`config.mk`:
```
export PLATFORM = sky130hd
export DESIGN_NAME = irc_line_tokenizer
export DESIGN_NICKNAME = d
export VERILOG_FILES = /design/src/rtl/irc_tok_pkg.sv /design/src/rtl/irc_tok_cmd_match.sv /design/src/rtl/irc_tok_parser.sv /design/src/rtl/irc_line_tokenizer.sv
export SDC_FILE = /design/constraint.sdc
export NUM_CORES = 1
export LEC_CHECK = 0
export ABC_AREA = 1
export BUFFER_PORTS_ARGS = -buffer_cell sky130_fd_sc_hd__clkbuf_2
export CAP_MARGIN = 30
export CORE_UTILIZATION = 55
export CTS_CLUSTER_SIZE = 28
export DETAILED_ROUTE_END_ITERATION = 6
export PLACE_DENSITY = 0.73
export SLEW_MARGIN = 10
export SYNTH_ARGS = -nofsm -noshare
export SYNTH_HDL_FRONTEND = slang
export SYNTH_SLANG_ARGS = --single-unit
```
`constraint.sdc`:
```
create_clock -name clk -period 5.1 [get_ports clk]
set_clock_uncertainty 0.05 [all_clocks]
set_input_delay 0.51 -clock clk [delete_from_list [all_inputs] [get_ports clk]]
set_output_delay 0.51 -clock clk [all_outputs]
set_load 0.1 [all_outputs]
```
`src/rtl/irc_tok_pkg.sv`:
```
// Shared types, constants and command name table for the IRC line tokenizer.
package irc_tok_pkg;

    // Design constants
    localparam int MAX_PARAMS    = 15;
    localparam int CMD_BYTES     = 7;
    localparam int NUM_CMDS      = 9;
    localparam int NAME_COLS     = 7;
    localparam int LEN_W         = $clog2(CMD_BYTES + 2);
    localparam int PCNT_W        = $clog2(MAX_PARAMS + 1);
    localparam int S_TDATA_W     = 8;
    localparam int M_TDATA_W     = 24;
    localparam int M_TUSER_W     = 4;

    // Characters of interest
    localparam logic [7:0] CH_COLON = 8'h3A;
    localparam logic [7:0] CH_SPACE = 8'h20;

    // Command codes reported at line end
    localparam logic [3:0] CMD_NONE    = 4'd0;
    localparam logic [3:0] CMD_UNKNOWN = 4'd10;

    // Byte roles
    typedef enum logic [2:0] {
        ROLE_SEP    = 3'd0,
        ROLE_PREFIX = 3'd1,
        ROLE_CMD    = 3'd2,
        ROLE_MIDDLE = 3'd3,
        ROLE_TRAIL  = 3'd4
    } role_t;

    // Parser phases, one-hot
    typedef enum logic [8:0] {
        PH_START        = 9'b000000001,
        PH_PREFIX       = 9'b000000010,
        PH_AFTER_PREFIX = 9'b000000100,
        PH_SKIP         = 9'b000001000,
        PH_PRECMD       = 9'b000010000,
        PH_CMD          = 9'b000100000,
        PH_GAP          = 9'b001000000,
        PH_MIDDLE       = 9'b010000000,
        PH_TRAIL        = 9'b100000000
    } phase_t;

    // One result item
    typedef struct packed {
        logic [7:0] echo_byte;
        role_t      byte_role;
        logic       token_start;
        logic [3:0] param_index;
        logic       line_done;
        logic [3:0] command_code;
        logic [3:0] param_count;
    } tok_result_t;

    // Known command names, zero padded; code is row index plus one
    localparam logic [7:0] CMD_NAMES [NUM_CMDS][NAME_COLS] = '{
        '{"P", "A", "S", "S", 8'h00, 8'h00, 8'h00},
        '{"N", "I", "C", "K", 8'h00, 8'h00, 8'h00},
        '{"U", "S", "E", "R", 8'h00, 8'h00, 8'h00},
        '{"J", "O", "I", "N", 8'h00, 8'h00, 8'h00},
        '{"M", "O", "D", "E", 8'h00, 8'h00, 8'h00},
        '{"P", "R", "I", "V", "M", "S", "G"},
        '{"K", "I", "C", "K", 8'h00, 8'h00, 8'h00},
        '{"I", "N", "V", "I", "T", "E", 8'h00},
        '{"T", "O", "P", "I", "C", 8'h00, 8'h00}
    };

    localparam logic [LEN_W-1:0] CMD_LENS [NUM_CMDS] = '{
        LEN_W'(4), LEN_W'(4), LEN_W'(4), LEN_W'(4), LEN_W'(4),
        LEN_W'(7), LEN_W'(4), LEN_W'(6), LEN_W'(5)
    };

endpackage

```
`src/rtl/irc_tok_cmd_match.sv`:
```
// Command name matcher: compares the buffered command bytes against the name table.
module irc_tok_cmd_match (
    input  logic [7:0]                    cmd_buf [irc_tok_pkg::CMD_BYTES],
    input  logic [irc_tok_pkg::LEN_W-1:0] cmd_len,
    output logic [3:0]                    cmd_code
);
    import irc_tok_pkg::*;

    // Only bytes below the name length are compared, so stale entries never matter
    always_comb
    begin
        logic hit;
        hit      = 1'b0;
        cmd_code = CMD_NONE;
        if (cmd_len == '0)
        begin
            cmd_code = CMD_NONE;
        end
        else if (cmd_len > LEN_W'(CMD_BYTES))
        begin
            cmd_code = CMD_UNKNOWN;
        end
        else
        begin
            cmd_code = CMD_UNKNOWN;
            for (int k = 0; k < NUM_CMDS; k++)
            begin
                hit = (cmd_len == CMD_LENS[k]);
                for (int i = 0; i < NAME_COLS; i++)
                begin
                    if ((LEN_W'(i) < CMD_LENS[k]) && (cmd_buf[i] != CMD_NAMES[k][i]))
                    begin
                        hit = 1'b0;
                    end
                end
                if (hit)
                begin
                    cmd_code = 4'(k + 1);
                end
            end
        end
    end

endmodule

```
`src/rtl/irc_tok_parser.sv`:
```
// Line parser: phase state, command buffer and parameter counters; builds one result per byte.
module irc_tok_parser (
    input  logic                     clk,
    input  logic                     rst_n,
    input  logic                     step,
    input  logic [7:0]               line_byte,
    input  logic                     end_of_line,
    output irc_tok_pkg::tok_result_t result
);
    import irc_tok_pkg::*;

    // Clip a parameter count to the 4-bit index range
    function automatic logic [3:0] clip15(input logic [PCNT_W-1:0] v);
        logic [PCNT_W+3:0] w;
        w = (PCNT_W + 4)'(v);
        return (w > (PCNT_W + 4)'(15)) ? 4'd15 : w[3:0];
    endfunction

    phase_t            phase_reg, phase_next, phase_eff;
    logic [LEN_W-1:0]  cmd_len_reg, cmd_len_next;
    logic [PCNT_W-1:0] params_reg, params_next;
    logic [3:0]        cur_idx_reg, cur_idx_next;
    logic [7:0]        cmd_buf_reg [CMD_BYTES];
    logic [7:0]        cmd_buf_next [CMD_BYTES];
    logic              cmd_wr, param_start, is_space, is_colon;
    role_t             role;
    logic              tstart;
    logic [3:0]        pidx;
    logic [3:0]        cmd_code;

    assign is_space = (line_byte == CH_SPACE);
    assign is_colon = (line_byte == CH_COLON);

    // Phase decode and byte classification
    always_comb
    begin
        phase_next  = phase_reg;
        phase_eff   = phase_reg;
        role        = ROLE_SEP;
        tstart      = 1'b0;
        pidx        = 4'd0;
        cmd_wr      = 1'b0;
        param_start = 1'b0;

        // line start and the byte after the prefix may fall into the command
        case (phase_reg)
            PH_START:
            begin
                if (is_colon)
                begin
                    role       = ROLE_PREFIX;
                    phase_next = PH_PREFIX;
                end
                else
                begin
                    phase_eff = PH_PRECMD;
                end
            end
            PH_AFTER_PREFIX:
            begin
                if (is_colon)
                begin
                    phase_next = PH_SKIP;
                end
                else
                begin
                    phase_eff = PH_PRECMD;
                end
            end
            default:
            begin
            end
        endcase

        case (phase_eff)
            PH_PREFIX:
            begin
                if (is_space)
                begin
                    phase_next = PH_AFTER_PREFIX;
                end
                else
                begin
                    role = ROLE_PREFIX;
                end
            end
            PH_SKIP:
            begin
                if (is_space)
                begin
                    phase_next = PH_PRECMD;
                end
            end
            PH_PRECMD, PH_CMD:
            begin
                if (is_space)
                begin
                    phase_next = (phase_eff == PH_CMD) ? PH_GAP : PH_PRECMD;
                end
                else
                begin
                    cmd_wr     = 1'b1;
                    role       = ROLE_CMD;
                    phase_next = PH_CMD;
                end
            end
            PH_GAP:
            begin
                if (!is_space)
                begin
                    param_start = 1'b1;
                    tstart      = 1'b1;
                    pidx        = clip15(params_reg);
                    role        = is_colon ? ROLE_TRAIL : ROLE_MIDDLE;
                    phase_next  = is_colon ? PH_TRAIL : PH_MIDDLE;
                end
            end
            PH_MIDDLE:
            begin
                if (is_space)
                begin
                    phase_next = PH_GAP;
                end
                else
                begin
                    role = ROLE_MIDDLE;
                    pidx = cur_idx_reg;
                end
            end
            PH_TRAIL:
            begin
                role = ROLE_TRAIL;
                pidx = cur_idx_reg;
            end
            default:
            begin
            end
        endcase
    end

    // Parameter counters
    always_comb
    begin
        cur_idx_next = param_start ? clip15(params_reg) : cur_idx_reg;
        params_next  = params_reg;
        if (param_start && (params_reg < PCNT_W'(MAX_PARAMS)))
        begin
            params_next = params_reg + 1'b1;
        end
    end

    // Command length saturates one past the buffer size
    always_comb
    begin
        cmd_len_next = cmd_len_reg;
        if (cmd_wr && (cmd_len_reg <= LEN_W'(CMD_BYTES)))
        begin
            cmd_len_next = cmd_len_reg + 1'b1;
        end
        for (int i = 0; i < CMD_BYTES; i++)
        begin
            cmd_buf_next[i] = (cmd_wr && (cmd_len_reg == LEN_W'(i))) ? line_byte
                                                                       : cmd_buf_reg[i];
        end
    end

    irc_tok_cmd_match u_match (
        .cmd_buf  (cmd_buf_next),
        .cmd_len  (cmd_len_next),
        .cmd_code (cmd_code)
    );

    // Result for this byte
    always_comb
    begin
        result.echo_byte    = line_byte;
        result.byte_role    = role;
        result.token_start  = tstart;
        result.param_index  = pidx;
        result.line_done    = end_of_line;
        result.command_code = end_of_line ? cmd_code : CMD_NONE;
        result.param_count  = end_of_line ? clip15(params_next) : 4'd0;
    end

    // Control state; line end returns everything to line start
    always_ff @(posedge clk or negedge rst_n)
    begin
        if (!rst_n)
        begin
            phase_reg   <= PH_START;
            cmd_len_reg <= '0;
            params_reg  <= '0;
            cur_idx_reg <= 4'd0;
        end
        else if (step)
        begin
            if (end_of_line)
            begin
                phase_reg   <= PH_START;
                cmd_len_reg <= '0;
                params_reg  <= '0;
                cur_idx_reg <= 4'd0;
            end
            else
            begin
                phase_reg   <= phase_next;
                cmd_len_reg <= cmd_len_next;
                params_reg  <= params_next;
                cur_idx_reg <= cur_idx_next;
            end
        end
    end

    // Command bytes, no reset
    always_ff @(posedge clk)
    begin
        if (step)
        begin
            cmd_buf_reg <= cmd_buf_next;
        end
    end

endmodule

```
`src/rtl/irc_line_tokenizer.sv`:
```
// Top level of the IRC line tokenizer: input stage, parser and output register.
//
//  channel   dir  handshake          payload
//  s_*       in   s_tvalid/s_tready  s_tdata = line_byte, s_tlast = end_of_line
//  m_*       out  m_tvalid/m_tready  m_tdata = echo/index/code/count, m_tuser = role/start,
//                                    m_tlast = line_done
//
// One item per cycle sustained while m_* is not stalled; a byte reaches m_* once the output register takes it.
// The input register feeds the parser, whose short logic lands in the output register.
// rst_n clears the handshake valids and puts the parser at line start.
// A stall on m_tready holds the output register; an empty input register still takes one
// more item, then s_tready stays low until the output side moves.
module irc_line_tokenizer (
    input  logic                              clk,
    input  logic                              rst_n,
    input  logic                              s_tvalid,
    output logic                              s_tready,
    input  logic [irc_tok_pkg::S_TDATA_W-1:0] s_tdata,  // [7:0] line_byte
    input  logic                              s_tlast,  // end_of_line
    output logic                              m_tvalid,
    input  logic                              m_tready,
    output logic [irc_tok_pkg::M_TDATA_W-1:0] m_tdata,  // [7:0] echo_byte, [11:8] param_index,
                                                        // [15:12] command_code,
                                                        // [19:16] param_count, [23:20] zero
    output logic [irc_tok_pkg::M_TUSER_W-1:0] m_tuser,  // [2:0] byte_role, [3] token_start
    output logic                              m_tlast   // line_done
);
    import irc_tok_pkg::*;

    logic        in_valid_reg;
    logic [7:0]  in_byte_reg;
    logic        in_last_reg;
    logic        out_valid_reg;
    tok_result_t out_res_reg;
    tok_result_t res;
    logic        out_free, step;

    // Pipeline advance
    assign out_free = !out_valid_reg || m_tready;
    assign step     = in_valid_reg && out_free;
    assign s_tready = !in_valid_reg || step;

    // Input stage
    always_ff @(posedge clk or negedge rst_n)
    begin
        if (!rst_n)
        begin
            in_valid_reg <= 1'b0;
        end
        else if (s_tready)
        begin
            in_valid_reg <= s_tvalid;
        end
    end

    always_ff @(posedge clk)
    begin
        if (s_tready && s_tvalid)
        begin
            in_byte_reg <= s_tdata;
            in_last_reg <= s_tlast;
        end
    end

    irc_tok_parser u_parser (
        .clk         (clk),
        .rst_n       (rst_n),
        .step        (step),
        .line_byte   (in_byte_reg),
        .end_of_line (in_last_reg),
        .result      (res)
    );

    // Output register
    always_ff @(posedge clk or negedge rst_n)
    begin
        if (!rst_n)
        begin
            out_valid_reg <= 1'b0;
        end
        else if (out_free)
        begin
            out_valid_reg <= in_valid_reg;
        end
    end

    always_ff @(posedge clk)
    begin
        if (step)
        begin
            out_res_reg <= res;
        end
    end

    // Port packing
    assign m_tvalid = out_valid_reg;
    assign m_tdata  = {4'd0, out_res_reg.param_count, out_res_reg.command_code,
                       out_res_reg.param_index, out_res_reg.echo_byte};
    assign m_tuser  = {out_res_reg.token_start, out_res_reg.byte_role};
    assign m_tlast  = out_res_reg.line_done;

endmodule

```
==> results_dict.tcl, run 1 <==
set metrics [dict create \
    track_usage 0.324 \
    place_congestion 0.977 \
    ctsResizeCount 0 \
    antenna_found_initial 0 \
    critPathCaptureType "flip-flop" \
    final_common_cell "nand2_1" \
    hpwl_um 14300 \
    port_buffers 39 \
    multi_input_area_um2 3150 \
    max_cap_violations 0 \
    cp_max_fo 58 \
    fin_setup_tns_ns 0 \
    clk_latency_ns 0.42 \
    synth_area_leaders "edfxtp_1, nand2_1, dfrtp_1" \
    fp.dieH_um 115 \
    netlist.top_cell.by_area "edfxtp_1" \
    num_antenna_cells 0 \
    final_cell_mix "nand2_1, nor2_1, inv_1, edfxtp_1, nand4_1" \
    max_slew_margin 0.425 \
    fin_crit_ns 3.98 \
    p_per_area_nw_per_um2 612 \
    postSynthCellCount 908 \
    cts_max_level 4 \
    vdd_drop_max_uv 420 \
    drt-wirelength-per-cell_um 17.5 \
    drive_gt1_frac 0.136 \
    wirelength_um 19700 \
    cts_buffers 17 \
    remaining_drc_errors 0 \
    cts_buffer_depth 2 \
    p_leak_nw 3.48 \
    maxSlewViolCount 0 \
    place_area_um2 7310 \
    yosys.area.top_type_share 0.383 \
    synth_area_um2 7050 \
    largest_reg_flops 56 \
    fillers 1075 \
    num_rows 40 \
    drtAntennaViolNets 0 \
    synthToLayoutAreaGrowth_pct 12.5 \
    ys_async_sr_fraction 0.204 \
    grt_max_degree 59 \
    cp.required_ns 5.21 \
    synth_area_per_cell_um2 7.76 \
    tritoncts "yes" \
    max_freq_mhz 252 \
    reg2reg_depth 20 \
    cts_root_buf "clkbuf_16" \
    num_vias 6449 \
    seq_area_frac_synth 0.465 \
    synth_flop_cell "edfxtp_1" \
    post-route-util 0.647 \
    clock-sinks 113 \
    reg2reg_setup_slack_ns 1.12 \
    fp.dieArea_um2 13300 \
    final_area_um2 7930 \
    io_pins 44 \
    reg2reg_to "m_tdata[15]" \
    synth_warnings 0 \
    synthDistinctLibCells 48 \
    initial_utilization 0.575 \
    arrival_ns 4.08 \
    fin_crit_sh 0.780 \
    grt_setup_unrepaired "false" \
    max_slew.worst_pin.slew_ns 0.855 \
    overflow 0 \
    regArea_um2 3280 \
    whs_ns 0.0514 \
    nets 964 \
    grt_pass1_vias 5933 \
    finalHoldViolCount 0 \
    die_w_um 115 \
    hold_buffers 0 \
    vias_per_cell 5.72 \
    timing.rr.start "u_parser.phase_reg[8]" \
    synth_seq_cells 113 \
    coreArea_um2 12300 \
    finalSetupViolations 0 \
    path_class "reg -> reg" \
    drt_first_pass_iters 6 \
    synth_edf_count 90 \
    outcome "completed" \
    p_total_mw 4.85 \
    min_path_type "in -> async" \
    clk_pin_slew_ns 0.06 \
    cts_setup_buffers 0 \
    grt_pass1_wl_um 31600 \
    drt_iter0_markers 862 \
    startpoint_type "flip-flop" \
]
-- critical path, cell delays in order, from the launching register on --
cell and delay, ns:
dfrtp_1 0.50, inv_1 0.15, nand3_1 0.08, nor2_1 0.13, nand2_1 0.08, nand2_1 0.09, nand2_2 0.09, nand2_1 0.08
nand2_2 0.07, nand2_4 0.48, nand3_1 0.55, o21ai_1 0.59, nand2_1 0.10, nor2_1 0.13, nand2_1 0.06, nor2_1 0.11
nand3_1 0.07, nor2_1 0.10, nor2_1 0.05, nand3_1 0.07, nor2_1 0.04
-- cells in the mapped netlist (7+ instances only) --
cell type / count
nand2_1: 249
nor2_1: 134
inv_1: 105
edfxtp_1: 90
nand4_1: 67
nand3_1: 55
o21ai_0: 27
dfrtp_1: 22
nor3_1: 19
nand2_2: 14
o21ai_1: 12
o22ai_1: 11
inv_2: 9
buf_4: 8
a21oi_1: 7
clkbuf_1: 7
nor2_2: 7
-- cells by family (layout without fill, tap and decap cells) --
kind of cell             count (synthesis)  after routing  share of synthesized area
AND/OR/NAND/NOR                        570            570                      0.371
flip-flops                             113            113                      0.465
other                                    1              4                   0.000532
buffers and inverters                  144            192                     0.0896
adder cells (fa/ha/maj)                  5              5                    0.00887
XOR/XNOR                                 3              3                    0.00373
AO/OA/AOI/OAI                           72             72                     0.0609
-- metrics by stage --
stage / cells / worst slack [ns]
floorplan: 911 / 0.920
global placement: 1095 / 1.38
detailed placement: 1095 / 1.22
CTS: 1127 / 1.20
global route: 1127 / 0.602
finish: 1127 / 1.12
-- how the worst max path moves through the flow --
| stage | from | end | cells after the start |
|---|---|---|---|
| final | u_parser.phase_reg[8] | m_tdata[15] | 20 |
| after global routing | u_parser.phase_reg[8] | m_tdata[15] | 20 |
| after CTS | u_parser.phase_reg[8] | m_tdata[15] | 20 |
| after detailed placement | u_parser.phase_reg[8] | m_tdata[15] | 20 |
| after global placement | in_byte_reg[3] | m_tdata[15] | 18 |
| after floorplan | m_tvalid | m_tdata[0] | 4 |
-- routing by layer --
metal	track usage	part of all wire
met5	0	0
met4	0.129	0.024
met3	0.0796	0.092
met2	0.487	0.44
met1	0.451	0.44
-- power breakdown --
group	internal, mW	switching (mW)	leakage, nW	total, mW
sequential	1.27	0.105	1.18	1.37
clock	0.790	0.438	0.290	1.23
combinational	0.496	1.75	2.01	2.25
total	2.55	2.30	3.48	4.85
-- layout make-up --
type                    instances  share of cell area
clock buffers                  21              0.0622
clock inverters                11              0.0158
inverters                     115              0.0546
multi-input cells             654               0.397
flip-flops and latches        113               0.414
well taps                     168              0.0265
repair buffers                 45              0.0303
No activity file was read; power rests on OpenSTA's default activity.
==> run 2, diff against run 1 <==
==> constraint.sdc (replaced) <==
create_clock -name clk -period 4 [get_ports clk]
set_clock_uncertainty 0.05 [all_clocks]
set_input_delay 0.4 -clock clk [delete_from_list [all_inputs] [get_ports clk]]
set_output_delay 0.4 -clock clk [all_outputs]
set_load 0.1 [all_outputs]
==> run 2 against run 1 <==
  * The run now ends with DRC left
  * Setup slack got worse by 0.79 ns
  * First-iteration DRC count decreased by 4.5%
  * Highest routed layer unchanged
  * Maximum frequency increased by 8.3%
  * Largest power group unchanged
==> results_dict.tcl, run 2 (synthesis results as in run 1) <==
set metrics [dict create \
    fin_crit_sh 0.918 \
    drt-wirelength-per-cell_um 17.5 \
    remaining_drc_errors 13 \
    finalSetupViolations 0 \
    drtAntennaViolNets 0 \
    die_w_um 115 \
    intPower_mw 3.14 \
    finalHoldViolCount 0 \
    cts_buffers 17 \
    cp.required_ns 4.13 \
    sw_frac_of_total 0.489 \
    regArea_um2 3280 \
    m1WireLength_um 8870 \
    hpwl_um 14400 \
    vias_per_cell 5.70 \
    fp.dieArea_um2 13300 \
    fillers 1076 \
    track_usage 0.323 \
    antenna_found_initial 0 \
    wl_met2_um 8290 \
    drt_iter0_markers 823 \
    max_freq_mhz 272 \
    place_congestion 1.02 \
    wirelength_um 20000 \
    p_seq_frac 0.283 \
    grt_max_degree 42 \
    wl_met3_um 2220 \
    grt_pass1_wl_um 31500 \
    path_class "reg -> reg" \
    arrival_ns 3.80 \
    fin_setup_tns_ns 0 \
    num_rows 40 \
    tritoncts "yes" \
    clk_latency_ns 0.43 \
    p_sw_mw 3.01 \
    overflow 0 \
    cts_buffer_depth 2 \
    failed_checks "DRC" \
    clk_pin_slew_ns 0.06 \
    cts_root_buf "clkbuf_16" \
    maxSlewViolCount 0 \
    drive_gt1_frac 0.146 \
    synthToLayoutAreaGrowth_pct 13.2 \
    grt_setup_unrepaired "false" \
    multi_input_area_um2 3160 \
    min_path_type "in -> reg" \
    max_slew_margin 0.368 \
    pwr-share-comb 0.489 \
    nets 976 \
    vdd_drop_max_uv 407 \
    pwr-share-clk 0.229 \
    num_antenna_cells 0 \
    post-route-util 0.651 \
    coreArea_um2 12300 \
    outcome "finished with violations" \
    critPathCaptureType "flip-flop" \
    initial_utilization 0.575 \
    fp.dieH_um 115 \
    grt_pass1_vias 6040 \
    drt_first_pass_iters 7 \
    io_pins 44 \
    top_layer_used "met4" \
    p_per_area_nw_per_um2 770 \
    final_common_cell "nand2_1" \
    port_buffers 39 \
    cts_max_level 4 \
    clock-sinks 113 \
    max_slew.worst_pin.slew_ns 0.940 \
    num_vias 6491 \
    largest_reg_flops 56 \
    cp_max_fo 41 \
    final_cell_mix "nand2_1, nor2_1, inv_1, edfxtp_1, nand4_1" \
    max_cap_violations 0 \
    fin_crit_ns 3.67 \
    p_leak_nw 3.50 \
    startpoint_type "flip-flop" \
]
[run 2: metrics by stage]
| step | power, mW | cells | area, µm² | hold WS (ns) | worst slack (ns) |
|---|---|---|---|---|---|
| after global routing | 6.51 | 1139 | 7980 | 0.0939 | 0.0268 |
| after detailed placement | 4.65 | 1106 | 7410 | 0.398 | 0.305 |
| after floorplan | 4.10 | 911 | 7060 | 0.0544 | 1.12 |
| after CTS | 6.06 | 1139 | 7970 | 0.0926 | 0.287 |
| after global placement | 4.65 | 1106 | 7410 | 0.398 | 0.354 |
| final | 6.15 | 1139 | 7980 | 0.101 | 0.330 |
[run 2: worst paths after layout]
check / from / end / slack, ns / cells past startpoint
worst max register to register: in_byte_reg[2] / m_tdata[12] / 0.33 / 20
min in group asynchronous: rst_n / u_parser.params_reg[3] / 0.52 / 2
worst min-delay path: s_tdata[1] / in_byte_reg[1] / 0.10 / 1
max in group asynchronous: rst_n / u_parser.phase_reg[4] / 2.96 / 2
worst max-delay path: in_byte_reg[2] / m_tdata[12] / 0.33 / 20
worst min register to register: u_parser.cur_idx_reg[0] / u_parser.cur_idx_reg[0] / 0.44 / 2
[run 2: critical path, cell delays in order, from the launching register on]
cell      delay (ns)
edfxtp_1        0.46
inv_2           0.17
nand2_1         0.11
nor2_1          0.10
nand4_1         0.16
nand2_2         0.16
nand2_1         0.07
nand2_2         0.12
nand2_8         0.20
buf_4           0.28
nand3_4         0.14
nand2_1         0.07
nand2_1         0.13
nand2_1         0.11
nor3_1          0.42
nand3_1         0.19
nor2_1          0.15
nand2_1         0.08
and2_0          0.13
nand2_1         0.06
nand2_1         0.04
[run 2: what timing repair did]
item,in CTS,in global routing
resized for setup,0,1
setup endpoints to repair,0,2
endpoints found under the hold margin,22,0
hold buffers,1,0
buffers inserted,0,0
[run 2: layout make-up]
| cell class | count | share of cell area |
|---|---|---|
| clock inverter | 12 | 0.0107 |
| inverter | 115 | 0.0543 |
| multi-input combinational | 654 | 0.396 |
| clock buffer | 20 | 0.0586 |
| tap | 168 | 0.0263 |
| timing repair buffer | 57 | 0.0433 |
| sequential | 113 | 0.411 |
[run 2: power by group through the flow]
stage	Sequential [mW]	Clock [mW]	Combinational, mW
after CTS	1.74	1.41	2.92
after detailed placement	1.75	0	2.90
after global placement	1.76	0	2.89
after global routing	1.77	1.46	3.29
final	1.74	1.41	3.00
after floorplan	2.04	0	2.05
[run 2: routing by layer]
metal	vias to the layer above	global-route usage
met5	-	0
li1	3136	-
met1	2978	0.454
met2	334	0.460
met4	0	0.141
met3	43	0.0965
==> run 3, diff against run 2 <==
--- a/config.mk
+++ b/config.mk
@@ -12,6 +12,7 @@
 export CTS_CLUSTER_SIZE = 28
 export DETAILED_ROUTE_END_ITERATION = 6
 export PLACE_DENSITY = 0.73
+export REMOVE_ABC_BUFFERS = 1
 export SLEW_MARGIN = 10
 export SYNTH_ARGS = -nofsm -noshare
 export SYNTH_HDL_FRONTEND = slang
==> constraint.sdc (replaced) <==
create_clock -name clk -period 4.7 [get_ports clk]
set_clock_uncertainty 0.05 [all_clocks]
set_input_delay 0.47 -clock clk [delete_from_list [all_inputs] [get_ports clk]]
set_output_delay 0.47 -clock clk [all_outputs]
set_load 0.1 [all_outputs]
==> run 3 against run 2 <==
  * The flow now finishes without violations
  * Utilization decreased by 0.18 points
  * Flip-flop and latch count unchanged
  * Global-route usage decreased by 0.60 points
  * Setup slack improved by 0.55 ns
  * Via count decreased by 0.86%
  * Total power decreased by 13%
  * Largest power group unchanged
==> results_dict.tcl, run 3 (synthesis results as in run 1) <==
set metrics [dict create \
    min_path_type "in -> async" \
    final_common_cell "nand2_1" \
    num_vias 6435 \
    maxSlewViolCount 0 \
    cp.required_ns 4.80 \
    drt_first_pass_iters 6 \
    vias_per_cell 5.70 \
    coreArea_um2 12300 \
    tritoncts "yes" \
    nets 966 \
    cts_setup_buffers 0 \
    dp_worst_setup_slack_ns 0.990 \
    crit_cells 19 \
    arrival_ns 3.92 \
    clk_latency_ns 0.42 \
    cts_buffers 17 \
    worst_path_max_delay_cell "edfxtp_1" \
    place_congestion 0.995 \
    drtAntennaViolNets 0 \
    num_rows 40 \
    vdd_drop_max_uv 397 \
    cp-endpoint "m_tdata[15]" \
    initial_utilization 0.575 \
    finalSetupViolations 0 \
    remaining_drc_errors 0 \
    hpwl_um 14300 \
    reg2reg_to "m_tdata[15]" \
    drive_gt1_frac 0.134 \
    synthToLayoutAreaGrowth_pct 12.9 \
    p_per_area_nw_per_um2 670 \
    critPathCaptureType "flip-flop" \
    max_cap_violations 0 \
    fp.dieArea_um2 13300 \
    setup_slack_ns 0.882 \
    cts_max_level 4 \
    path_class "reg -> reg" \
    max_freq_mhz 262 \
    outcome "completed" \
    cp_max_fo 46 \
    fin_crit_ns 3.82 \
    grt_pass1_vias 5843 \
    critPathBufInv 2 \
    place_area_um2 7330 \
    clk_pin_slew_ns 0.05 \
    drt-wirelength-per-cell_um 17.3 \
    fin_setup_tns_ns 0 \
    track_usage 0.317 \
    grt_max_degree 52 \
    cts_root_buf "clkbuf_16" \
    cpPeakStageDelay_ns 0.55 \
    timing.rr.start "in_byte_reg[0]" \
    crit_start "in_byte_reg[0]" \
    grt_pass1_wl_um 31000 \
    p_leak_nw 3.50 \
    die_w_um 115 \
    grt_setup_unrepaired "false" \
    overflow 0 \
    wirelength_um 19500 \
    reg2reg_setup_slack_ns 0.88 \
    startpoint_type "flip-flop" \
    max_slew_margin 0.398 \
    largest_reg_flops 56 \
    port_buffers 39 \
    finalHoldViolCount 0 \
    hold_buffers 0 \
    fin_crit_sh 0.812 \
    cts_buffer_depth 2 \
    final_cell_mix "nand2_1, nor2_1, inv_1, edfxtp_1, nand4_1" \
    io_pins 44 \
    cp_common_cell "nand2_1" \
    final_area_um2 7960 \
    path_cells "inv_2 -> nand2_1 -> nor2_1 -> nand4_1 -> nand2_2 -> nand2_1 -> nand2_2 -> nand2_4 -> buf_4 -> nand3_4 -> nand2_1 -> nand2_1 -> nand2_1 -> nor2_2 -> nand3_1 -> nor3_1 -> nor2_1 -> nand3_1 -> nor2_1" \
    max_slew.worst_pin.slew_ns 0.896 \
    ctsResizeCount 0 \
    reg2reg_depth 19 \
    num_antenna_cells 0 \
    crit_family "simple AND/OR/NAND/NOR gates" \
    antenna_found_initial 0 \
    fp.dieH_um 115 \
    clock-sinks 113 \
    drt_iter0_markers 775 \
]
[run 3: cell type report]
type                    instances  area, µm²
fillers                      1109       4310
flip-flops and latches        113       3280
multi-input cells             654       3150
clock buffers                  21        440
inverters                     115        433
repair buffers                 47        255
well taps                     168        210
clock inverters                11        189
[run 3: power breakdown]
group	switching [mW]	internal [mW]	total, mW
sequential	0.113	1.38	1.49
combinational	1.91	0.551	2.46
clock	0.450	0.937	1.39
total	2.47	2.86	5.33
[run 3: metrics by stage]
step	total power, mW	hold slack, ns	util	std cells
floorplan	3.31	0.124	-	882
global placement	3.89	0.416	0.598	1097
detailed placement	3.89	0.424	0.598	1097
CTS	5.29	0.0182	0.649	1129
global route	5.64	0.0656	0.649	1129
finish	5.33	0.00915	0.649	1129
[run 3: per-layer routing]
layer | vias to the layer above | global-route usage | wire (µm) | part of all wire
met5 | - | 0 | 0 | 0
met4 | 0 | 0.155 | 718 | 0.037
met3 | 46 | 0.0643 | 1510 | 0.077
met2 | 297 | 0.445 | 8000 | 0.41
met1 | 2972 | 0.465 | 9280 | 0.48
li1 | 3120 | - | - | -
[run 3: worst min-delay path by stage]
stage	endpoint	slack [ns]	cells past startpoint
2_1_floorplan	in_valid_reg	0.12	0
3_3_place_gp	u_parser.cur_idx_reg[3]	0.42	2
3_5_place_dp	u_parser.cur_idx_reg[2]	0.42	2
4_1_cts	u_parser.phase_reg[4]	0.02	1
5_1_grt	u_parser.cmd_len_reg[0]	0.07	1
6_report	u_parser.cmd_len_reg[0]	0.009	1
